## src/sv/ttf_pkg.sv

```systemverilog
`timescale 1ns / 1ps
// ----------------------------------------------------------------------------
// ttf_pkg: shared types and constants of the triangle tangent frame block
// Beat types of both channels, the triangle job passed from front to back,
// and the fixed-point constants.
// ----------------------------------------------------------------------------
package ttf_pkg;

  // Fraction bits of the unit vector components (Q1.14)
  localparam int unsigned OutFracBits = 14;
  // Default depth of the triangle queue between front and back
  localparam int unsigned QueueDepth  = 2;

  // One vertex beat
  typedef struct packed {
    logic signed [31:0] pos_x;
    logic signed [31:0] pos_y;
    logic signed [31:0] pos_z;
    logic signed [31:0] tex_u;
    logic signed [31:0] tex_v;
    logic               tangent_given;
    logic               bitangent_given;
  } in_beat_t;

  // One result beat
  typedef struct packed {
    logic signed [15:0] tangent_x;
    logic signed [15:0] tangent_y;
    logic signed [15:0] tangent_z;
    logic signed [15:0] bitangent_x;
    logic signed [15:0] bitangent_y;
    logic signed [15:0] bitangent_z;
    logic               write_tangent;
    logic               write_bitangent;
    logic               degenerate;
  } out_beat_t;

  // Triangle job: edge and UV deltas, plus the request flags
  typedef struct packed {
    logic [2:0][32:0]   dp1;
    logic [2:0][32:0]   dp2;
    logic signed [32:0] du1;
    logic signed [32:0] dv1;
    logic signed [32:0] du2;
    logic signed [32:0] dv2;
    logic               want_t;
    logic               want_b;
  } job_t;

endpackage

```

## src/sv/ttf_fifo.sv

```systemverilog
`timescale 1ns / 1ps
// ----------------------------------------------------------------------------
// ttf_fifo: triangle job queue
// Short register queue that decouples vertex intake from the vector engine.
// ----------------------------------------------------------------------------
module ttf_fifo #(
  parameter int unsigned Depth = ttf_pkg::QueueDepth
) (
  input  logic          clk_i,
  input  logic          rst_ni,
  input  logic          push_i,
  input  ttf_pkg::job_t data_i,
  output logic          full_o,
  input  logic          pop_i,
  output ttf_pkg::job_t data_o,
  output logic          empty_o
);
  import ttf_pkg::*;

  localparam int unsigned PW = (Depth > 1) ? $clog2(Depth) : 1;
  localparam int unsigned CW = $clog2(Depth + 1);

  job_t          mem_q [Depth];
  logic [PW-1:0] wr_q, wr_d, rd_q, rd_d;
  logic [CW-1:0] cnt_q, cnt_d;

  assign full_o  = (cnt_q == CW'(Depth));
  assign empty_o = (cnt_q == '0);
  assign data_o  = mem_q[rd_q];

  // pointers and fill count
  always_comb begin
    wr_d  = wr_q;
    rd_d  = rd_q;
    cnt_d = cnt_q;
    if (push_i) begin
      wr_d = (wr_q == PW'(Depth - 1)) ? '0 : wr_q + PW'(1);
    end
    if (pop_i) begin
      rd_d = (rd_q == PW'(Depth - 1)) ? '0 : rd_q + PW'(1);
    end
    if (push_i && !pop_i) begin
      cnt_d = cnt_q + CW'(1);
    end else if (pop_i && !push_i) begin
      cnt_d = cnt_q - CW'(1);
    end
  end

  always_ff @(posedge clk_i or negedge rst_ni) begin
    if (!rst_ni) begin
      wr_q  <= '0;
      rd_q  <= '0;
      cnt_q <= '0;
    end else begin
      wr_q  <= wr_d;
      rd_q  <= rd_d;
      cnt_q <= cnt_d;
    end
  end

  always_ff @(posedge clk_i) begin
    if (push_i) begin
      mem_q[wr_q] <= data_i;
    end
  end

endmodule

```

## config.mk

```make
export PLATFORM = sky130hd
export DESIGN_NAME = ttf_fifo
export DESIGN_NICKNAME = d
export VERILOG_FILES = /design/src/sv/ttf_pkg.sv /design/src/sv/ttf_fifo.sv
export SDC_FILE = /design/constraint.sdc
export NUM_CORES = 1
export LEC_CHECK = 0
export BUFFER_PORTS_ARGS = -buffer_cell sky130_fd_sc_hd__buf_2
export CAP_MARGIN = 20
export CORE_AREA = 2 2 257 259
export CTS_BUF_LIST = sky130_fd_sc_hd__clkbuf_4 sky130_fd_sc_hd__clkbuf_8
export DETAILED_ROUTE_END_ITERATION = 10
export DIE_AREA = 0 0 259 261
export GPL_TIMING_DRIVEN = 0
export PLACE_DENSITY = 0.61
export SLEW_MARGIN = 20
export SYNTH_ARGS = -nofsm -noshare
export SYNTH_HDL_FRONTEND = slang
export SYNTH_SLANG_ARGS = --single-unit
```

## constraint.sdc

```tcl
create_clock -name clk_i -period 37 [get_ports clk_i]
set_input_delay 7.4 -clock clk_i [delete_from_list [all_inputs] [get_ports clk_i]]
set_output_delay 7.4 -clock clk_i [all_outputs]
set_load 0.01 [all_outputs]
```

### Word-level counts from Yosys, hierarchy flattened

Memory sizes are Yosys's and may differ from the RTL's.
Index checks and enable logic that the tools add are counted.

| word-level totals | value |
|---|---|
| bits in registers | 4 |
| memory bits (writable) | 664 |
| input bits | 336 |
| output and inout bits | 334 |
| logic and storage cells | 21 |
| memories kept | 1 |

Memories:

| memory | depth | bits a word | rd ports | clocked after memory_dff | wr ports | line | text |
|---|---|---|---|---|---|---|---|
| mem_q | 2 | 332 | 1 | 0 | 1 | ttf_fifo.sv:23 | `job_t mem_q [Depth];` |

| cells by class | value |
|---|---|
| add/sub/neg operators | 4 |
| equal/unequal tests | 1 |
| multiplexer cells | 6 |
| reduce and logical (&&, ||, !) cells | 6 |

Operators by type and width:

| operator | count |
|---|---|
| $mux W1 | 4 |
| $mux W2 | 2 |
| $add A1 B1 Y1 const B | 2 |
| $add A2 B1 Y2 const B | 1 |
| $eq A2 B2 Y1 const B | 1 |
| $logic_and A1 B1 Y1 | 2 |
| $logic_not A1 Y1 | 2 |
| $logic_not A2 Y1 | 1 |
| $reduce_bool A2 Y1 | 1 |
| $sub A2 B1 Y2 const B | 1 |

### Logic depth before layout (Yosys ltp)

| logic depth | value |
|---|---|
| depth in word-level cells | 4 |
| mapped depth | 5 |
| gate-level depth less buffers | 5 |

### Worst setup path before layout

OpenSTA, ideal clock, no wires.

| timing | value |
|---|---|
| path type | input-to-reg |
| from | in push_i |
| to | mem mem_q[0][0] (netlist bit), enable pin |
| library setup time | 1.072 ns |
| data arrival time | 21.662 ns |
| required time | 35.928 ns |
| slack | 14.266 ns |
| stages on the path | 1 |
| buffers on the path | 0 |
| cells stage by stage | nor2b_1 |

| between the ends | value |
|---|---|
| cells in the longest elaborated chain, start to end | 2 |

RTL lines:

| item | line | text |
|---|---|---|
| from (decl) | ttf_fifo.sv:11 | `input logic push_i,` |
| $mux W1 | ttf_fifo.sv:62 | `if (push_i) begin` |
| $mux W1 (implied by the code) | ttf_fifo.sv:63 | `mem_q[wr_q] <= data_i;` |
| to (decl) | ttf_fifo.sv:23 |  |

Every way passes these cells.

==> impl_results.md <==
- Status: finished, final reports clean
- Slew @ Worst Pin: ~0.64 ns
- TritonRoute pass-1 iters: 6
- Compound-Gate Fraction of Synth Area: 0
- Post-Route Skew: 0.04084 ns
- LEAKAGE: 0.01185 µW
- Hold depth: 1
- Largest family of logic cells by synthesized area: multiplexers
- VDD IR max: 0.04739 mV
- Synthesized Nets: 1,386
- DR vias/cell: 4.581
- Max clock buf depth: 3
- Worst r2r path cells: 7
- Minimum clock period: 9.647 ns
- Total CTS buffers: 108
- Syn_area_per_cell: 23.11 µm²
- Die width: 259 µm
- Starting density of the core: 0.3727
- Worst path arrival time: 2.25 ns
- Unique masters post-synth: 12
- Hold Crit Class: reg2reg
- Max Cap Viol: 0
- Hold-fix buffers at CTS: 0
- CTS tree: yes
- IO Port Bufs: 669
- Max Clk Rate: 0.1037 GHz
- Slew margin rel.: 0.5746
- Area Overhead vs Synth: 29.43%
- H-tree depth: 3
- Final ANT Viol Nets: 0
- Largest net degree at the start of global routing: 49
- Root buffer cell: clkbuf_8
- GR Overflow Total: 0
- Power, Total: roughly 2400 µW
- Worst-path maximum fanout: 10
- Row cnt: 94
- Xor/xnor share of the synthesized area: 0.001806
- Final setup viols: 0
- Die footprint: between 0.06 and 0.07 mm²
- Seq/Total Area, Yosys: 0.8266
- Placed Cells incl. Taps: 2,605
- Met1 usage: 0.1678
- GR Util met3: 0.06640
- Met2 usage: 0.2934
- Most common cell after layout, fill and taps aside: buf_2
- Pins over their slew limit: 0
- Post-route DRC: 0
- Most frequent cells in the layout: buf_2 (675), edfxtp_1 (664), mux2_2 (332), clkbuf_8 (113), clkbuf_4 (51)
- GRT Util Overall: 0.1627
- Final std cells w/o fill: 2,805
- Vias in the first global route: 13,806
- Clock transition at path regs: 0.06 ns
- Pwr dens: approximately 77 mW/mm²
- Io pins: 670
- Core area: 0.06504 mm²
- GP Congestion: 0.7803
- Setup_tns: 0 ns
- Detailed-route wire length: 57,110 µm
- Final period util: 0.2607
- Sink Count: 668
- WP data required: 29.60 ns
- Worst-Skew Late Latency: 0.71 ns
- Die Y: 261 µm
- CP Capture Type: output pin
- Yosys reg bits: between 600 and 700
- Layout cells sized above 1: 0.6424
- Global routing's busiest layer: met2
- Post-Synthesis Cells: 1,049
- Multiplexer area fraction after synthesis: 0.1542
- Synth Area in Simple Gates: 0.001084
- CP startpoint kind: flip-flop
- Initial antenna violation count: 11
- HPWL Detailed: 42,060 µm
- Critical path type: reg2out
- Yosys warns: 0
- RSZ-0062 raised after global routing: false
- Vias post-DR: 12,849
- First-pass GRT wire length: 82,640 µm
- DR iter-0 viols: 713
- Drt wl/cell: slightly above 20 µm
- Mapped cell area: about 0.024 mm²
- Final #Nets: 2,188
- Final hold viol count: 0
- Post-Synth Adder-Cell Area: 0.0005161
- Post-CTS setup buffers: 0
- Post-CTS sizing: 0
## routing by layer
| metal | share of wire | wire, µm |
|---|---|---|
| met1 | 0.34 | 19680 |
| met2 | 0.53 | 30430 |
| met3 | 0.096 | 5468 |
| met4 | 0.026 | 1467 |
| met5 | 0.0010 | 59 |
## power breakdown
group | switching [µW] | leakage, µW | internal (µW)
Sequential | 28.2 | 0.00628 | 1000
Clock | 279 | 0.00115 | 342
Combinational | 406 | 0.00443 | 344
## kinds of logic after synthesis
group,count (synthesis)
xor gates and xnor gates,5
adders and majority gates,1
buffers and inverters,38
DFF,668
muxes,332
and+or+nand+nor,5
## critical path: stages (launching register included)
cell and delay (ns):
dfrtp_1 0.33, buf_6 0.20, buf_6 0.23, buf_6 0.22, mux2_2 0.39, buf_2 0.16
## state kept, by name, indices dropped and copies added, names as in the netlist
signal / cells
wr_q: 1
cnt_q: 2
mem_q: 664
rd_q: 1
## cells in the mapped netlist, drive strengths merged
cell type | instances | area [µm²]
nor2b | 2 | 12.51
and2 | 1 | 6.260
xor2 | 4 | 35.03
dfrtp | 4 | 100.1
xnor2 | 1 | 8.760
nor2 | 2 | 7.510
mux2 | 332 | 3739
inv | 1 | 3.750
edfxtp | 664 | 19940
ha | 1 | 12.51
buf | 37 | 379.1
## path summary, 6_finish.rpt
| kind | from | end | slack, ns |
|---|---|---|---|
| max | rd_q | data_o[36] | 27.35 |
| min | cnt_q[1] | cnt_q[1] | 0.49 |
| max reg2reg | wr_q | mem_q[0][259] | 34.45 |
| min reg2reg | cnt_q[1] | cnt_q[1] | 0.49 |
| max in group asynchronous | rst_ni | wr_q | 30.36 |
| min in group asynchronous | rst_ni | cnt_q[1] | 6.50 |
## per-stage QoR
step | instance area [µm²] | util | worst slack [ns] | hold slack (ns)
5_1_grt | 31370 | 0.4823 | 27.21 | 0.5028
2_1_floorplan | 24240 | - | 14.27 | 0.4555
3_3_place_gp | 28670 | 0.4408 | 5.616 | 0.4698
3_5_place_dp | 29210 | 0.4491 | 27.31 | 0.4844
4_1_cts | 31360 | 0.4822 | 27.18 | 0.4910
6_report | 31380 | 0.4825 | 27.35 | 0.4921
## final cells by class
class | count | area, µm²
Timing Repair Buffer | 692 | 3876
Multi-Input combinational cell | 343 | 3831
Inverter | 1 | 3.754
Antenna cell | 6 | 15.01
Clock buffer | 164 | 1938
Tap cell | 864 | 1081
Clock inverter | 30 | 215.2
Buffer | 37 | 379.1
Sequential cell | 668 | 20040
Fill cell | 5613 | 33660
No activity file was read; power rests on OpenSTA's default activity.
