[src/sv/ttf_pkg.sv]
`timescale 1ns / 1ps
// ----------------------------------------------------------------------------
// ttf_pkg: shared types and constants of the triangle tangent frame block
// Beat types of both channels, the triangle job passed from front to back,
// and the fixed-point constants.
// ----------------------------------------------------------------------------
package ttf_pkg;

  // Fraction bits of the unit vector components (Q1.14)
  localparam int unsigned OutFracBits = 14;
  // Default depth of the triangle queue between front and back
  localparam int unsigned QueueDepth  = 2;

  // One vertex beat
  typedef struct packed {
    logic signed [31:0] pos_x;
    logic signed [31:0] pos_y;
    logic signed [31:0] pos_z;
    logic signed [31:0] tex_u;
    logic signed [31:0] tex_v;
    logic               tangent_given;
    logic               bitangent_given;
  } in_beat_t;

  // One result beat
  typedef struct packed {
    logic signed [15:0] tangent_x;
    logic signed [15:0] tangent_y;
    logic signed [15:0] tangent_z;
    logic signed [15:0] bitangent_x;
    logic signed [15:0] bitangent_y;
    logic signed [15:0] bitangent_z;
    logic               write_tangent;
    logic               write_bitangent;
    logic               degenerate;
  } out_beat_t;

  // Triangle job: edge and UV deltas, plus the request flags
  typedef struct packed {
    logic [2:0][32:0]   dp1;
    logic [2:0][32:0]   dp2;
    logic signed [32:0] du1;
    logic signed [32:0] dv1;
    logic signed [32:0] du2;
    logic signed [32:0] dv2;
    logic               want_t;
    logic               want_b;
  } job_t;

endpackage

[src/sv/ttf_front.sv]
`timescale 1ns / 1ps
// ----------------------------------------------------------------------------
// ttf_front: vertex intake
// Holds the first two vertices of a triangle; the third one closes it and
// pushes the edge and UV deltas into the triangle queue.
// ----------------------------------------------------------------------------
module ttf_front (
  input  logic              clk_i,
  input  logic              rst_ni,
  input  logic              start_i,
  input  ttf_pkg::in_beat_t vertex_i,
  output logic              busy_o,
  output logic              push_o,
  output ttf_pkg::job_t     job_o,
  input  logic              full_i
);
  import ttf_pkg::*;

  logic [1:0] slot_q, slot_d;
  in_beat_t   v0_q, v1_q;
  logic       accept;

  // only a closing vertex needs room in the queue
  assign busy_o = full_i && slot_q[1];
  assign accept = start_i && !busy_o;
  assign push_o = accept && slot_q[1];

  // vertex slot counter
  always_comb begin
    slot_d = slot_q;
    if (accept) begin
      slot_d = slot_q[1] ? 2'd0 : slot_q + 2'd1;
    end
  end

  always_ff @(posedge clk_i or negedge rst_ni) begin
    if (!rst_ni) begin
      slot_q <= 2'd0;
    end else begin
      slot_q <= slot_d;
    end
  end

  // held vertices
  always_ff @(posedge clk_i) begin
    if (accept && slot_q == 2'd0) begin
      v0_q <= vertex_i;
    end
    if (accept && slot_q == 2'd1) begin
      v1_q <= vertex_i;
    end
  end

  // deltas against vertex 0, exact in 33 bits
  always_comb begin
    job_o.dp1[0] = {v1_q.pos_x[31], v1_q.pos_x} - {v0_q.pos_x[31], v0_q.pos_x};
    job_o.dp1[1] = {v1_q.pos_y[31], v1_q.pos_y} - {v0_q.pos_y[31], v0_q.pos_y};
    job_o.dp1[2] = {v1_q.pos_z[31], v1_q.pos_z} - {v0_q.pos_z[31], v0_q.pos_z};
    job_o.dp2[0] = {vertex_i.pos_x[31], vertex_i.pos_x} - {v0_q.pos_x[31], v0_q.pos_x};
    job_o.dp2[1] = {vertex_i.pos_y[31], vertex_i.pos_y} - {v0_q.pos_y[31], v0_q.pos_y};
    job_o.dp2[2] = {vertex_i.pos_z[31], vertex_i.pos_z} - {v0_q.pos_z[31], v0_q.pos_z};
    job_o.du1    = {v1_q.tex_u[31], v1_q.tex_u} - {v0_q.tex_u[31], v0_q.tex_u};
    job_o.dv1    = {v1_q.tex_v[31], v1_q.tex_v} - {v0_q.tex_v[31], v0_q.tex_v};
    job_o.du2    = {vertex_i.tex_u[31], vertex_i.tex_u} - {v0_q.tex_u[31], v0_q.tex_u};
    job_o.dv2    = {vertex_i.tex_v[31], vertex_i.tex_v} - {v0_q.tex_v[31], v0_q.tex_v};
    job_o.want_t = !vertex_i.tangent_given;
    job_o.want_b = !vertex_i.bitangent_given;
  end

endmodule

[config.mk]
export PLATFORM = sky130hd
export DESIGN_NAME = ttf_front
export DESIGN_NICKNAME = d
export VERILOG_FILES = /design/src/sv/ttf_pkg.sv /design/src/sv/ttf_front.sv
export SDC_FILE = /design/constraint.sdc
export NUM_CORES = 1
export LEC_CHECK = 0
export BUFFER_PORTS_ARGS = -buffer_cell sky130_fd_sc_hd__buf_2
export CAP_MARGIN = 25
export CORE_MARGIN = 2
export CORE_UTILIZATION = 52
export DETAILED_ROUTE_END_ITERATION = 8
export GPL_TIMING_DRIVEN = 0
export PLACE_DENSITY = 0.79
export SLEW_MARGIN = 20
export SYNTH_ARGS = -nofsm -noshare
export SYNTH_HDL_FRONTEND = slang
export SYNTH_SLANG_ARGS = --single-unit
[constraint.sdc]
create_clock -name clk_i -period 12.36 [get_ports clk_i]
set_input_delay 2.472 -clock clk_i [delete_from_list [all_inputs] [get_ports clk_i]]
set_output_delay 2.472 -clock clk_i [all_outputs]
set_load 0.02 [all_outputs]
# After elaboration in Yosys (flattened, before gate mapping)
# Cells that the tools add are included.
# W data, S select, Z words.
totals:
  elab_cells: 33
  out_inout_bits: 334
  reg_bits: 322
  in_bits: 166
classes:
  n_reduce_logical: 9
  n_mux: 1
  addsub: 11
  n_eq_ne: 1
op_table:
  columns: ["operator", "count"]
  rows:
  - ["$sub A32 B32 Y33", 10]
  - ["$logic_and A1 B1 Y1", 5]
  - ["$logic_not A1 Y1", 3]
  - ["$add A2 B1 Y2 const B", 1]
  - ["$eq A2 B1 Y1 const B", 1]
  - ["$logic_not A2 Y1", 1]
  - ["$mux W2", 1]

# Logic depth before layout (Yosys ltp)
logic_depth:
  word_depth: 4
  depth_mapped: 12

# Least setup slack after synthesis
# Ideal clock, no wire load.
synth_path:
  kind: "input-to-reg"
  from: "input start_i"
  to: "register v0_q[100] in the netlist's numbering (enable)"
  slack_ns: -1.816
  cell_stages: 2
  path_buffers: 0
  arrival_ns: 13.300
  path_cell_list: "inv_1 -> nor3_1"
synth_between:
  elab_chain_len: 2
synth_rtl:
  columns: ["item", "line_no", "text"]
  rows:
  - ["start, declared", "ttf_front.sv:10", "input logic start_i,"]
  - ["$logic_and A1 B1 Y1", "ttf_front.sv:25", "assign accept = start_i && !busy_o;"]
  - ["$logic_and A1 B1 Y1", "ttf_front.sv:46", "if (accept && slot_q == 2'd0) begin"]
  - ["end signal, assigned", "ttf_front.sv:47", "v0_q <= vertex_i;"]
  - ["end, declared", "ttf_front.sv:20", "in_beat_t v0_q, v1_q;"]
# Every way passes these cells.
# A chain may end at the register's enable or synchronous reset.

==> flow_metrics.py <==
metrics = {
    "logic_synthesis": {
        "yosys_most_used_dff": "edfxtp_1",
        "async_flop_share_pct": 0.621,
        "synthCells": 2699,
        "ys_types": 78,
        "ys_seq_elements": 322,
        "synth_fp_nets": 3195,
        "ys.warnings.count": 0,
        "synth_edf_count": 320,
        "ys_seq_area_share_pct": 37.3,
        "avgSynthCellArea_um2": 9.59,
        "netlist_area_mm2": 0.0259,
    },
    "finish": {
        "regArea_mm2": 0.00966,
        "num-fill-cells": 4056,
        "final_nets": 3754,
        "areaGrowthSynthToFinish_pct": 19.4,
        "instances_no_fill": 3972,
        "multi_input_area_mm2": 0.0152,
        "final_cell_mix": "buf_2, ha_1, edfxtp_1",
        "drive_above_1_share_pct": 18.4,
        "mostFrequentLayoutCell": "buf_2",
    },
    "sta": {
        "fmax_mhz": 119,
        "setup_viol": 0,
        "grt_setup_unrepaired": "no",
        "worst_pin_slew_ns": 0.886,
        "hold-worst-slack_ns": 0.642,
        "post-route-period-util_pct": 68.1,
        "post-route-min-period_ns": 8.42,
        "skew_ns": 0.0172,
        "finalHoldViolCount": 0,
        "slew_headroom_pct": 40.2,
        "finalMaxSlewViolations": 0,
    },
    "job": {
        "max_cap_violations": 0,
    },
    "route": {
        "vias": 23387,
        "drt-initial-drc-count": 1534,
        "dr.pass1.iters": 6,
        "drc_errors": 0,
        "detail-route-antenna-nets": 0,
        "post_drt_via_cell_ratio": 5.89,
        "wl_per_cell_um": 19.4,
        "wl_um": 77200,
    },
    "critical_path": {
        "reg2reg_from": "slot_q[0]",
        "cp_max_fo": 3,
        "required_ns": 9.89,
        "startpoint": "vertex_i[130]",
        "cp.arrival_ns": 5.95,
        "startpoint_type": "input pin",
        "cp-end-kind": "output pin",
        "worstSetupPathType": "in -> out",
    },
    "clocking": {
        "path_clk_slew_ns": 0.06,
        "clock_latency_ns": 0.56,
        "h-tree-depth": 2,
        "clock-sinks": 322,
        "cts.hold.buffers_added": 0,
        "cts_tree": "built",
        "postCtsSetupRepairBufs": 0,
        "clk_path_buf_depth": 3,
        "cts_resized": 0,
        "clockRootBuffer": "clkbuf_16",
        "cts_buffers": 39,
    },
    "global_routing": {
        "antenna_found_initial": 26,
        "grt_max_degree": 26,
        "grt-ovfl-total": 0,
        "grt_pass1_vias": 23047,
        "grt_pass1_wl_um": 118000,
        "gr-usage-all-layers_pct": 28.9,
    },
    "placed_design": {
        "globalplace.congestion": 0.967,
        "dp.cells": 3881,
        "io_buffers": 499,
        "dpl.hpwl_um": 62400,
    },
    "pwr": {
        "power.total_w": 0.00668,
        "irDropWorstVdd_uv": 129,
        "p_leak_nw": 14.0,
        "powerDensity_mw_per_mm2": 216,
    },
    "floorplanning": {
        "rows": 81,
        "die_x_um": 227,
        "die_area_mm2": 0.0516,
        "coreArea_mm2": 0.0491,
        "initial_core_util_pct": 52.7,
        "die_h_um": 227,
        "ios": 500,
    },
    "worst_hold_path": {
        "hold_path_class": "reg -> reg",
        "min_from": "slot_q[0]",
    },
    "run_status": {
        "status": "complete, no violations",
    },
}
[flip-flops by register name, indices dropped and copies added (netlist names)]
register / cells
v0_q: 160
slot_q: 2
v1_q: 160
[final timing paths]
check                        endpoint  cells past startpoint  slack (ns)
min in group asynchronous   slot_q[0]                      1        1.68
setup / recovery           job_o[164]                     14        3.94
hold reg to reg             slot_q[0]                      1        0.64
setup reg to reg              v1_q[6]                      6        9.98
max in group asynchronous   slot_q[1]                      1       10.58
hold / removal              slot_q[0]                      1        0.64
[routing by layer]
| layer | part of all wire, % | vias up | global-route usage, % |
|---|---|---|---|
| met5 | 0.13 | - | 0 |
| met4 | 5.1 | 16 | 14.3 |
| met3 | 8.4 | 230 | 7.33 |
| met2 | 48 | 929 | 50.1 |
| met1 | 39 | 11075 | 33.3 |
| li1 | - | 11137 | - |
[cell usage after synthesis, types with 8 or more instances]
master / instances / area [um^2]
edfxtp_1: 320 / 9610
ha_1: 320 / 4000
a21oi_1: 251 / 1260
inv_1: 247 / 927
nor2_1: 193 / 724
xnor2_1: 173 / 1520
nand2_1: 168 / 631
o21ai_0: 156 / 781
a21o_1: 122 / 916
xor2_1: 90 / 788
nand3_1: 61 / 305
o21a_1: 55 / 413
nor2b_1: 43 / 269
nor3_1: 43 / 215
nand2b_1: 42 / 263
clkbuf_1: 31 / 116
a31oi_1: 30 / 188
nand4_1: 27 / 169
o21bai_1: 27 / 203
a211oi_1: 24 / 180
and3_1: 20 / 125
o31ai_1: 17 / 128
or3_1: 15 / 93.8
o211ai_1: 14 / 105
o31a_1: 14 / 123
and2_1: 12 / 75.1
and4_1: 10 / 87.6
fa_1: 10 / 200
o2111ai_1: 10 / 87.6
o22ai_1: 9 / 56.3
a21boi_0: 8 / 60.1
o21ai_1: 8 / 40.0
[critical path, cell delays in order]
cell	delay, ns
buf_2	0.10
inv_1	0.04
ha_1	0.22
fa_1	0.40
nand2b_1	0.18
a21oi_1	0.29
nor4_1	0.12
o31ai_1	0.58
a21oi_1	0.30
o31ai_1	0.53
a21o_1	0.21
a21oi_1	0.08
xnor2_1	0.22
buf_2	0.21
[kinds of logic after synthesis]
family | share of synthesized area (%)
compound gates | 21.0
simple gates | 12.4
fa+ha+maj | 16.2
flops | 37.3
buf+inv | 4.05
xor+xnor | 8.90
mux | 0.116
[per-stage QoR]
step                utilization, %  worst slack, ns  setup TNS [ns]  instance area, um^2
floorplan                        -             2.49               0                25900
global placement              59.5            -1.80         -466.53                29200
detailed placement            60.3             3.95               0                29600
CTS                           62.9             3.92               0                30800
global route                  63.0             3.55               0                30900
finish                        63.0             3.94               0                30900
[where the power goes]
group,leakage [nW],internal (W),switching [W]
combinational,10.4,0.00140,0.00261
sequential,2.97,0.00145,0.0000588
clock,0.633,0.000698,0.000469
[cell type report]
type | instances | share of cell area, %
buffer | 32 | 0.389
clock inverter | 25 | 0.883
timing repair buffer | 518 | 9.17
multi-input combinational | 2098 | 49.1
tap | 664 | 2.69
sequential | 322 | 31.3
clock buffer | 44 | 3.29
antenna | 22 | 0.178
inverter | 247 | 3.00
Power figures use the tool's default switching activity.
